<file path="src/rtl/core/inorder_core_timing_scoreboard_defines.svh">
// ----------------------------------------------------------------------------
// Scoreboard assertion macros
// Assertion helpers, empty under synthesis.
// ----------------------------------------------------------------------------
`ifndef INORDER_CORE_TIMING_SCOREBOARD_DEFINES_SVH
`define INORDER_CORE_TIMING_SCOREBOARD_DEFINES_SVH
`ifndef SYNTHESIS
`define ICTS_ASSERT_IMPL(lbl, clk, rst_n, prop, msg) \
  lbl: assert property (@(posedge clk) disable iff (!rst_n) prop) else $error(msg);
`define ICTS_ASSERT_NEXT(lbl, clk, rst_n, a, b, msg) \
  lbl: assert property (@(posedge clk) disable iff (!rst_n) (a) |=> (b)) else $error(msg);
`else
`define ICTS_ASSERT_IMPL(lbl, clk, rst_n, prop, msg)
`define ICTS_ASSERT_NEXT(lbl, clk, rst_n, a, b, msg)
`endif
`endif

</file>
<file path="src/rtl/core/icts_pkg.sv">
// ----------------------------------------------------------------------------
// icts_pkg
// Types, constants and state codes for the timing scoreboard.
// ----------------------------------------------------------------------------
`default_nettype none
package icts_pkg;
  localparam int NUM_REGS      = 512;
  localparam int LOAD_SLOTS    = 3;
  localparam int STORE_ENTRIES = 1;
  localparam int REG_AW        = $clog2(NUM_REGS);

  typedef enum logic [2:0] {
    OP_BEGIN = 3'd0, OP_RREAD = 3'd1, OP_LOAD = 3'd2,
    OP_RWRITE = 3'd3, OP_STORE = 3'd4, OP_END = 3'd5
  } op_t;

  typedef struct packed {
    logic [2:0]  op;
    logic [8:0]  reg_index;
    logic [63:0] address;
    logic [15:0] latency;
    logic [15:0] cost;
    logic        simple_load;
  } in_beat_t;

  typedef struct packed {
    logic [63:0] cycle_count;
    logic [63:0] item_time;
    logic        forwarded;
    logic [63:0] instructions_done;
  } out_beat_t;

  typedef enum logic [1:0] {ST_IDLE, ST_READ, ST_EXEC, ST_OUT} state_t;

  typedef struct packed {
    logic capture;
    logic exec;
  } dp_cmd_t;
endpackage
`default_nettype wire

</file>
<file path="src/rtl/core/icts_ctrl.sv">
// ----------------------------------------------------------------------------
// icts_ctrl
// Sequencer: capture, scoreboard read, execute, present result.
// ----------------------------------------------------------------------------
`default_nettype none
module icts_ctrl import icts_pkg::*; (
  input  wire logic clk,
  input  wire logic rst_n,
  input  wire logic in_valid,
  input  wire logic out_stall,
  input  wire logic clr_busy,
  output logic      in_stall,
  output logic      out_valid,
  output dp_cmd_t   cmd
);
  state_t state_r, state_nxt;

  always_ff @(posedge clk) begin
    if (!rst_n) state_r <= ST_IDLE;
    else state_r <= state_nxt;
  end

  always_comb begin
    state_nxt = state_r;
    case (state_r)
      ST_IDLE: if (in_valid && !clr_busy) state_nxt = ST_READ;
      ST_READ: state_nxt = ST_EXEC;
      ST_EXEC: state_nxt = ST_OUT;
      ST_OUT: begin
        if (!out_stall) state_nxt = in_valid ? ST_READ : ST_IDLE;
      end
      default: state_nxt = ST_IDLE;
    endcase
  end

  always_comb begin
    out_valid = (state_r == ST_OUT);
    in_stall  = clr_busy ||
                !((state_r == ST_IDLE) || (state_r == ST_OUT && !out_stall));
    cmd.capture  = in_valid && !in_stall;
    cmd.exec     = (state_r == ST_EXEC);
  end
endmodule
`default_nettype wire

</file>
<file path="config.mk">
export PLATFORM = sky130hd
export DESIGN_NAME = icts_ctrl
export DESIGN_NICKNAME = d
export VERILOG_FILES = /design/src/rtl/core/inorder_core_timing_scoreboard_defines.svh /design/src/rtl/core/icts_pkg.sv /design/src/rtl/core/icts_ctrl.sv
export SDC_FILE = /design/constraint.sdc
export NUM_CORES = 1
export LEC_CHECK = 0
export ABC_AREA = 1
export BUFFER_PORTS_ARGS = -buffer_cell sky130_fd_sc_hd__buf_2
export CAP_MARGIN = 20
export CORE_AREA = 2 2 39 41
export DETAILED_ROUTE_END_ITERATION = 8
export DIE_AREA = 0 0 41 43
export GPL_TIMING_DRIVEN = 0
export PLACE_DENSITY = 0.41
export SETUP_SLACK_MARGIN = 0.1
export SYNTH_ARGS = -nofsm -noshare
export SYNTH_HDL_FRONTEND = slang
export SYNTH_SLANG_ARGS = --single-unit
</file>
<file path="constraint.sdc">
create_clock -name clk -period 2.6 [get_ports clk]
set_input_delay 0 -clock clk [delete_from_list [all_inputs] [get_ports clk]]
set_output_delay 0 -clock clk [all_outputs]
set_load 0.02 [all_outputs]
</file>
Word-level counts from Yosys, hierarchy flattened --
Index checks and enable logic that the tools add are counted.
Storage, ports and cells: flip-flop bits (word level) 2, logic and storage cells 21
Cells by class: equal/unequal tests 5, muxes and demuxes 4, reductions and logical operators 11
Operators with widths (count):
- $pmux 2 s4 | 1
- $eq 2x2->1 const B | 2
- $logic_not 1->1 | 4
- $mux 2 | 2
- $ne 2x2->1 const B | 2
- $logic_and 1x1->1 | 3
- $eq 2x1->1 const B | 1
- $logic_not 2->1 | 1
- $logic_or 1x1->1 | 2
- $reduce_and 2->1 | 1
- $mux 1 | 1

Longest topological paths before layout --
Gate-level depths: netlist (run 1).
depth in word-level cells 7, depth in mapped cells 6, depth with buffers taken out 6

Worst setup path after synthesis (run 1) --
Ideal clock, no wire load.
path type register to output, start register state_r[1], end output in_stall, data arrival time 1.118 ns, required time 2.600 ns, setup slack 1.482 ns, cell stages (with the launch flop) 4, buffers on the path 0, cell sequence dfxtp_1 -> ha_1 -> a21oi_1 -> or2_2
On the way: word-level cells in the longest chain between the ends 5
RTL lines:
- start: declaration | line icts_ctrl.sv:16 | state_t state_r, state_nxt;
- start signal: assignment | line icts_ctrl.sv:20 | else state_r <= state_nxt;
- $eq 2x2->1
- named net out_valid | line icts_ctrl.sv:13 | output logic out_valid,
- $logic_and 1x1->1 | line icts_ctrl.sv:39 | !((state_r == ST_IDLE) || (state_r == ST_OUT && !out_stall));
- $logic_or 1x1->1 | line icts_ctrl.sv:39
- $logic_not 1->1 | line icts_ctrl.sv:39
- $logic_or 1x1->1 | line icts_ctrl.sv:38 | in_stall = clr_busy ||
- end: declaration | line icts_ctrl.sv:12 | output logic in_stall,
The timed path passes the listed nets, and every way through them passes these cells.

Final worst setup path (run 1) --
start register state_r[0], end output in_stall
On the way: word-level cells in the longest chain between the ends 5
RTL lines (line):
- $eq 2x2->1 | icts_ctrl.sv:39
- $logic_and 1x1->1 | icts_ctrl.sv:39
- $logic_or 1x1->1 (*) | icts_ctrl.sv:39
- $logic_not 1->1 (*) | icts_ctrl.sv:39
- $logic_or 1x1->1 (*) | icts_ctrl.sv:38
Every way passes the cells marked *; elsewhere a longest branch is shown, timed or not.

==> impl_metrics.json, run 1 <==
{
  "status": "finished clean",
  "share_of_final_layout_standard_cells_stronger_than_drive_strength_1_pct": 36.59,
  "tritoncts": "built",
  "initial_utilization_pct": 15.28,
  "fin_crit_ns": 1.429,
  "number_of_flip_flops_in_the_largest_register": 2,
  "worstPathMaxFanout": 5,
  "post_cts_resize_count": 0,
  "timing_worst_slew_pin_value_ns": 0.2032,
  "holdBufCountCts": 0,
  "floorplan.die.height_um": 43,
  "dr_total_vias": 212,
  "n_fill_cell": 165,
  "synth_area_per_cell_sq_um": 7.048,
  "layout.cells.most_common": "buf_2",
  "worst_ep_arrival_time_ns": 1.43,
  "max-cap-violations": 0,
  "first_iter_violations": 4,
  "h-tree-depth": 1,
  "floorplan.die_area_sq_mm": 0.001763,
  "power.total_uw": 311.4,
  "period_share_pct": 54.98,
  "reg_top3": "state_r x2",
  "post_synth_num_cell_types": 12,
  "pwr_density_cell_mw_per_mm2": 1059,
  "dr.pass1.iters": 3,
  "clkLatencyLatePin_ns": 0.22,
  "finalHoldViolCount": 0,
  "route.detailed.vias_per_inst": 3.719,
  "placementRows": 14,
  "postRouteAntennaNets": 0,
  "syn2layout_area_growth_pct": 39.05,
  "number_of_inserted_diodes": 0,
  "synth-seq-area-share_pct": 18.93,
  "layout.cells.most_common_list": "buf_2 (8), inv_1 (6), nand2_1 (6)",
  "worst_slew_margin_rel_pct": 86.43,
  "report.final.slew_viol_count": 0,
  "drcViolationCount": 0,
  "grt_setup_unrepaired": "no",
  "io_buffers": 8,
  "grt_start_max_net_pins": 7,
  "holdCritPathClass": "input pin to flip-flop",
  "route.final.wire_length_um": 441,
  "synthesis.instances": 30,
  "globalplace.congestion": 0.6274,
  "grt_antenna_before_repair": 0,
  "grt_pass1_wl_um": 683,
  "worstSetupPathType": "flip-flop to output port",
  "numCtsBuffers": 3,
  "post-route-worst-setup-slack_ns": 1.171,
  "grt_pass1_vias": 173,
  "grt_use_total_pct": 6.306,
  "regMostFlops": "state_r",
  "grt_overflow_total": 0,
  "endpoint_kind": "output port",
  "clkSlewWorstSetupHoldPaths_ns": 0.03,
  "fin_worst_skew_ns": 0.001788,
  "root_buf_cell": "clkbuf_4",
  "synth.yosys.warnings": 0,
  "setup_total_negative_slack_ns": 0,
  "worstPathRequired_ns": 2.60,
  "crit_path_start_kind": "flip-flop",
  "core_area_sq_mm": 0.001384,
  "layout.nets": 53,
  "synth_top_area_share_pct": 29.59,
  "timing.fmax_mhz": 699.6,
  "route.detailed.wl_per_inst_um": 7.737,
  "ys_top_cells_by_area": "ha_1 (30%), dfxtp_1 (19%), inv_1 (11%), nand2_1 (11%), a21oi_2 (8.3%)",
  "power_leakage_nw": 0.1710,
  "largest_area_contributor_in_the_synthesized_netlist": "ha_1",
  "synth_seq_cells": 2,
  "dp_worst_setup_slack_ns": 1.357,
  "clockBufferDepth": 2,
  "io_pins": 9,
  "ir_drop_mv": 0.3224,
  "synth_area_sq_um": 211.5,
  "total_setup_violations_reported_at_the_end_of_the_flow": 0,
  "cts.repair_timing.setup_buffer_count": 0,
  "syn-num-nets": 40,
  "clock_sink_count": 2,
  "chip_width_um": 41
}
==> synthesized netlist by cell type (all sizes together) <==
cell type and number:
nor2 3, dfxtp 2, inv 6, or2 1, nand3b 1, nand2 7, o21ai 1, nand3 1
a21oi 3, ha 5
==> worst paths after layout <==
path / slack, ns / cells after the start / to / from
hold / removal: 0.02 / 3 / state_r[0] / rst_n
setup reg to reg: 1.37 / 6 / state_r[1] / state_r[0]
setup / recovery: 1.17 / 5 / in_stall / state_r[0]
hold reg to reg: 0.54 / 2 / state_r[0] / state_r[0]
==> worst max-delay path: stages, from the launching register on <==
cell and delay, ns:
dfxtp_1 0.40, inv_1 0.12, ha_1 0.25, a21oi_1 0.16, or2_2 0.13, buf_2 0.15
==> logic make-up (layout without fill, tap and decap cells) <==
kind of cell	Yosys count	after routing	synth area share [%]
AOI/OAI and AO/OA	4	4	13.01
adders and majority gates	5	5	29.59
buffers and inverters	6	17	10.65
DFF	2	2	18.94
and+or+nand+nor	13	13	27.81
==> stage by stage <==
stage | utilization [%] | instances | hold WS, ns | area, sq um
after floorplan | - | 30 | 0.1215 | 211.5
after CTS | 21.25 | 57 | 0.003914 | 294.0
after global placement | 19.62 | 54 | 0.2468 | 271.5
after global routing | 21.25 | 57 | 0.02938 | 294.0
final | 21.25 | 57 | 0.01502 | 294.0
after detailed placement | 19.62 | 54 | 0.2466 | 271.5
==> layout make-up <==
cell class / instances / area [sq um] / area share [%]
Multi-Input combinational cell: 22 / 148.9 / 50.64
Sequential cell: 2 / 40.04 / 13.62
Timing Repair Buffer: 8 / 40.04 / 13.62
Clock buffer: 3 / 22.52 / 7.660
Inverter: 6 / 22.52 / 7.660
Tap cell: 16 / 20.02 / 6.809
==> power by group <==
group / internal, mW / switching [mW] / total [mW]
Combinational: 0.0714 / 0.104 / 0.175
Clock: 0.0509 / 0.0178 / 0.0687
Sequential: 0.0458 / 0.0216 / 0.0674
Total: 0.168 / 0.143 / 0.311
==> metal layers <==
layer  track usage [%]  share of wire, %
met5                 0                 0
met3             3.141               8.8
met2             7.187                46
met1             7.006                45
met4             8.000                 0
No activity file was read; power rests on OpenSTA's default activity.
==> run 2: changes to the inputs <==
PLACE_DENSITY = 0.42   (was 0.41)
clock period = 1.3 ns   (was 2.6 ns; I/O delays follow)
==> run 2 against run 1 <==
Cell area grew 37%; non-clock buffer count grew 5; worst hold slack lost 0.0014 ns; utilization grew 8.0 points; cell count grew 8.8%; sequential share of layout area shrank 1.9 points; die area is the same; largest cell class unchanged; highest routed layer unchanged.
==> impl_metrics.json, run 2 (synthesized netlist as in run 1, its figures left out) <==
{
  "dr.pass1.iters": 1,
  "detailed_place_hpwl_um": 337.8,
  "grt_setup_unrepaired": "yes",
  "first_iter_violations": 0,
  "ir_drop_mv": 0.7827,
  "holdCritPathClass": "input pin to flip-flop",
  "placementRows": 14,
  "route.detailed.wl_per_inst_um": 8.532,
  "crit_path_start_kind": "flip-flop",
  "drcViolationCount": 0,
  "root_buf_cell": "clkbuf_4",
  "number_of_flip_flops_in_the_largest_register": 2,
  "timing_worst_slew_pin_value_ns": 0.1280,
  "worstHoldStart": "rst_n",
  "numCtsBuffers": 3,
  "grt_use_total_pct": 6.707,
  "grt_overflow_total": 0,
  "syn2layout_area_growth_pct": 91.12,
  "finish.cell_count_without_fillers": 62,
  "placedCellCount": 54,
  "chip_width_um": 41,
  "multi_input_gate_area_sq_um": 195.2,
  "grt_start_max_net_pins": 5,
  "dp_worst_setup_slack_ns": 0.07780,
  "clockBufferDepth": 2,
  "pwr_density_cell_mw_per_mm2": 2267,
  "fin_worst_skew_ns": 0.0008649,
  "worstPathMaxFanout": 4,
  "setup_total_negative_slack_ns": 0,
  "floorplan.die.height_um": 43,
  "endpoint_kind": "output port",
  "dr_total_vias": 229,
  "worstSetupPathType": "flip-flop to output port",
  "layout.nets": 58,
  "n_fill_cell": 158,
  "clkSlewWorstSetupHoldPaths_ns": 0.03,
  "holdBufCountCts": 0,
  "initial_utilization_pct": 15.28,
  "route.final.wire_length_um": 529,
  "globalplace.congestion": 0.5784,
  "fin_crit_ns": 1.168,
  "floorplan.die_area_sq_mm": 0.001763,
  "layout.cells.most_common_list": "buf_2 (7), nand2_1 (5), inv_1 (4)",
  "timing.critical_path.from": "state_r[1]",
  "max-cap-violations": 0,
  "ff2ff_setup_slack_ns": 0.16,
  "h-tree-depth": 1,
  "total_setup_violations_reported_at_the_end_of_the_flow": 0,
  "timing.fmax_mhz": 856.0,
  "grt_pass1_vias": 221,
  "number_of_inserted_diodes": 0,
  "grt_antenna_before_repair": 0,
  "postRouteAntennaNets": 0,
  "regMostFlops": "state_r",
  "post-route-worst-setup-slack_ns": 0.1317,
  "period_share_pct": 89.87,
  "route.detailed.vias_per_inst": 3.694,
  "clkLatencyLatePin_ns": 0.22,
  "share_of_final_layout_standard_cells_stronger_than_drive_strength_1_pct": 63.04,
  "layout.cells.most_common": "buf_2",
  "report.final.slew_viol_count": 0,
  "worst_ep_arrival_time_ns": 1.17,
  "worst_slew_margin_rel_pct": 91.38,
  "tritoncts": "built",
  "clock_sink_count": 2,
  "io_pins": 9,
  "io_buffers": 8,
  "worstPathRequired_ns": 1.30,
  "register_area_sq_um": 47.55,
  "grt_pass1_wl_um": 765,
  "finalHoldViolCount": 0,
  "status": "finished clean",
  "regToRegStartpoint": "state_r[1]",
  "reg_top3": "state_r x2",
  "power_leakage_nw": 0.2006,
  "core_area_sq_mm": 0.001384
}
run 2: cell types whose count changed in the layout (fill, tap and decap cells not counted), moves of 3 or more:
cell	change
buf_4	+3
buf_6	+3
ha_1	-3
ha_4	+3
run 2: path summary, 6_finish.rpt:
path              cells after the start         end
hold / removal                        3  state_r[0]
setup reg to reg                      7  state_r[1]
setup / recovery                      5    in_stall
hold reg to reg                       2  state_r[0]
run 2: critical path, stage by stage (launching register included):
cell and delay (ns):
dfxtp_4 0.36, inv_4 0.07, ha_4 0.13, a21oi_2 0.04
or2_4 0.22, buf_6 0.13
run 2: area by class of cell:
cell class              instances  area share, %
well taps                      16          4.954
clock buffers                   3          5.573
multi-input cells              22          48.30
repair buffers                 13          22.60
flip-flops and latches          2          11.76
inverters                       6          6.811
run 2: timing repair:
action,in CTS,in global routing
endpoints found under the setup margin,4,1
pin swaps,4,2
gates resized for setup,18,3
setup buffers,5,0
run 2: metal layers:
layer | share of wire, % | global-route usage, %
met3 | 7.8 | 1.571
met1 | 40 | 6.688
met5 | 0 | 0
met2 | 53 | 10.63
met4 | 0 | 6.000
run 2: report_power, final:
part	leakage, nW	internal (mW)	switching (mW)
Sequential	0.0178	0.110	0.0649
Clock	0.0138	0.102	0.0316
Combinational	0.169	0.320	0.288
run 2: stage by stage:
step | hold slack, ns | total power, mW | utilization, % | instance area [sq um]
floorplan | 0.1215 | 0.4066 | - | 211.5
global placement | 0.2462 | 0.4953 | 19.62 | 271.5
detailed placement | 0.2529 | 0.4916 | 19.62 | 271.5
CTS | 0.006640 | 0.8754 | 27.94 | 386.6
global route | 0.01563 | 0.9917 | 29.20 | 404.1
finish | 0.01359 | 0.9162 | 29.20 | 404.1
==> run 3: changes to the inputs <==
ABC_AREA = 0   (was 1)
==> run 3 against run 2 <==
Clock power barely moved; die area did not move; worst hold slack better by 0.033 ns; area after synthesis is 2.4% lower; critical path depth shrank 1; critical path type is now flip-flop to flip-flop; critical endpoint is now state_r[0]; highest routed layer unchanged.
==> impl_metrics.json, run 3 <==
{
  "worstSetupPathType": "flip-flop to flip-flop",
  "report.final.slew_viol_count": 0,
  "ir_drop_mv": 0.8286,
  "synth_edf_count": 0,
  "max-cap-violations": 0,
  "syn2layout_area_growth_pct": 78.18,
  "grt_pass1_vias": 195,
  "timing.hold.ws_ns": 0.04667,
  "number_of_inserted_diodes": 0,
  "layout.cells.most_common": "buf_2",
  "timing_worst_slew_pin_value_ns": 0.1935,
  "ys_top_cells_by_area": "ha_1 (30%), dfxtp_1 (19%), a221oi_2 (7.3%), o21bai_2 (5.5%), o221a_1 (5.5%)",
  "route.detailed.wl_per_inst_um": 9.571,
  "postRouteAntennaNets": 0,
  "regMostFlops": "state_r",
  "synth_top_area_share_pct": 30.30,
  "period_share_pct": 93.02,
  "grt_start_max_net_pins": 7,
  "grt_pass1_wl_um": 696,
  "endpoint_kind": "flip-flop",
  "total_setup_violations_reported_at_the_end_of_the_flow": 0,
  "clkLatencyLatePin_ns": 0.22,
  "setup_total_negative_slack_ns": 0,
  "pwr_density_cell_mw_per_mm2": 2074,
  "worst_slew_margin_rel_pct": 87.10,
  "share_of_final_layout_standard_cells_stronger_than_drive_strength_1_pct": 69.70,
  "worstPathMaxFanout": 6,
  "core_area_sq_mm": 0.001384,
  "io_pins": 9,
  "n_fill_cell": 149,
  "drcViolationCount": 0,
  "cp_slowest_stage_delay_ns": 0.39,
  "synth-seq-area-share_pct": 19.39,
  "worst_ep_arrival_time_ns": 1.31,
  "route.final.wire_length_um": 469,
  "h-tree-depth": 1,
  "clock_sink_count": 2,
  "crit_path_start_kind": "flip-flop",
  "post_synth_num_cell_types": 14,
  "regToRegStartpoint": "state_r[1]",
  "synthesis.instances": 22,
  "worstRegToRegCells": 4,
  "synth_area_sq_um": 206.4,
  "root_buf_cell": "clkbuf_4",
  "grt_use_total_pct": 6.012,
  "layout.cells.most_common_list": "buf_2 (6), ha_4 (3), clkbuf_4 (3)",
  "grt_overflow_total": 0,
  "min_to": "state_r[0]",
  "syn-num-nets": 32,
  "floorplan.die_area_sq_mm": 0.001763,
  "layout.nets": 45,
  "r2r_path_end": "state_r[0]",
  "grt_antenna_before_repair": 0,
  "worstHoldStart": "rst_n",
  "clkSlewWorstSetupHoldPaths_ns": 0.03,
  "critical_path.cell_chain": "inv_4, ha_4, a22o_1, o221a_1",
  "ys_dominant_reg_cell": "dfxtp_1",
  "synth_area_per_cell_sq_um": 9.384,
  "dr.pass1.iters": 2,
  "ys_async_sr_fraction_pct": 0,
  "io_buffers": 8,
  "fin_worst_skew_ns": 0.001357,
  "dr_total_vias": 201,
  "holdCritPathClass": "input pin to flip-flop",
  "status": "finished clean",
  "floorplan.die.height_um": 43,
  "reg_top3": "state_r x2",
  "finalHoldViolCount": 0,
  "yosysMostFrequentCell": "ha_1",
  "synth_seq_cells": 2,
  "number_of_flip_flops_in_the_largest_register": 2,
  "grt_setup_unrepaired": "yes",
  "synth.yosys.warnings": 0,
  "tritoncts": "built",
  "chip_width_um": 41,
  "numCtsBuffers": 3,
  "clockBufferDepth": 2,
  "largest_area_contributor_in_the_synthesized_netlist": "ha_1",
  "worstPathRequired_ns": 1.41,
  "ff2ff_setup_slack_ns": 0.09,
  "route.detailed.vias_per_inst": 4.102,
  "placementRows": 14,
  "first_iter_violations": 1,
  "power_leakage_nw": 0.1545,
  "min_path_cells": 2,
  "synth_commonest_cells": "ha_1 (5), dfxtp_1 (2), inv_1 (2), nand2_1 (2), nor2_1 (2)",
  "initial_utilization_pct": 14.92,
  "slowest_stage": "dfxtp_4",
  "timing.fmax_mhz": 827.0,
  "globalplace.congestion": 0.5994,
  "fin_crit_ns": 1.209
}
[run 3: how the worst max path moves through the flow]
stage | startpoint | end
global placement | state_r[1] | state_r[0]
global route | state_r[1] | state_r[0]
finish | state_r[1] | state_r[0]
CTS | state_r[1] | cmd[1]
floorplan | state_r[1] | state_r[0]
detailed placement | state_r[1] | state_r[0]
[run 3: kinds of logic (layout without fill, tap and decap cells)]
logic type	count (synthesis)	count (layout)	synth area share, %
adder cells (fa/ha/maj)	5	5	30.30
AO/OA/AOI/OAI	5	5	26.67
buffers and inverters	3	14	5.454
AND/OR/NAND/NOR	6	6	13.34
multiplexers	1	1	4.849
flip-flops	2	2	19.39
[run 3: critical path, delay by kind of cell (launching register included)]
| family | cells | cell delay, ns |
|---|---|---|
| adders and majority gates | 1 | 0.17 |
| DFF | 1 | 0.39 |
| AOI/OAI and AO/OA | 2 | 0.48 |
| buffers and inverters | 1 | 0.06 |
[run 3: where the power goes]
group / total (mW) / internal [mW] / switching, mW / leakage [nW]
Clock: 0.136 / 0.102 / 0.0342 / 0.0138
Combinational: 0.458 / 0.230 / 0.228 / 0.123
Sequential: 0.169 / 0.106 / 0.0626 / 0.0178
[run 3: area by class of cell]
| class | count | area (sq um) | area share [%] |
|---|---|---|---|
| clock buffer | 3 | 22.52 | 6.122 |
| inverter | 3 | 16.27 | 4.422 |
| multi-input combinational | 17 | 212.7 | 57.82 |
| sequential | 2 | 47.55 | 12.93 |
| tap | 16 | 20.02 | 5.442 |
| timing repair buffer | 8 | 48.80 | 13.27 |
[run 3: metal layers]
metal | vias up | global-route usage (%) | part of all wire, %
met5 | - | 0 | 0
met4 | 0 | 4.000 | 0
met3 | 0 | 3.141 | 9.0
met2 | 8 | 7.813 | 47
met1 | 92 | 7.348 | 44
li1 | 101 | - | -
[run 3: stage by stage]
stage	instance area, sq um	worst slack (ns)	power [mW]	instances	utilization (%)
after floorplan	211.5	0.1026	0.3994	22	-
after global placement	271.5	0.007059	0.4826	46	19.62
after detailed placement	271.5	0.03187	0.4734	46	19.62
after CTS	337.8	0.08097	0.6876	49	24.41
after global routing	367.9	0.05878	0.8395	49	26.58
final	367.9	0.09079	0.7628	49	26.58
[run 3: timing repair]
item                                    CTS  global route
setup buffers                             0             0
endpoints found under the setup margin    3             3
resized for setup                        14             4
hold buffers                              0             0
pin swaps                                 5             6
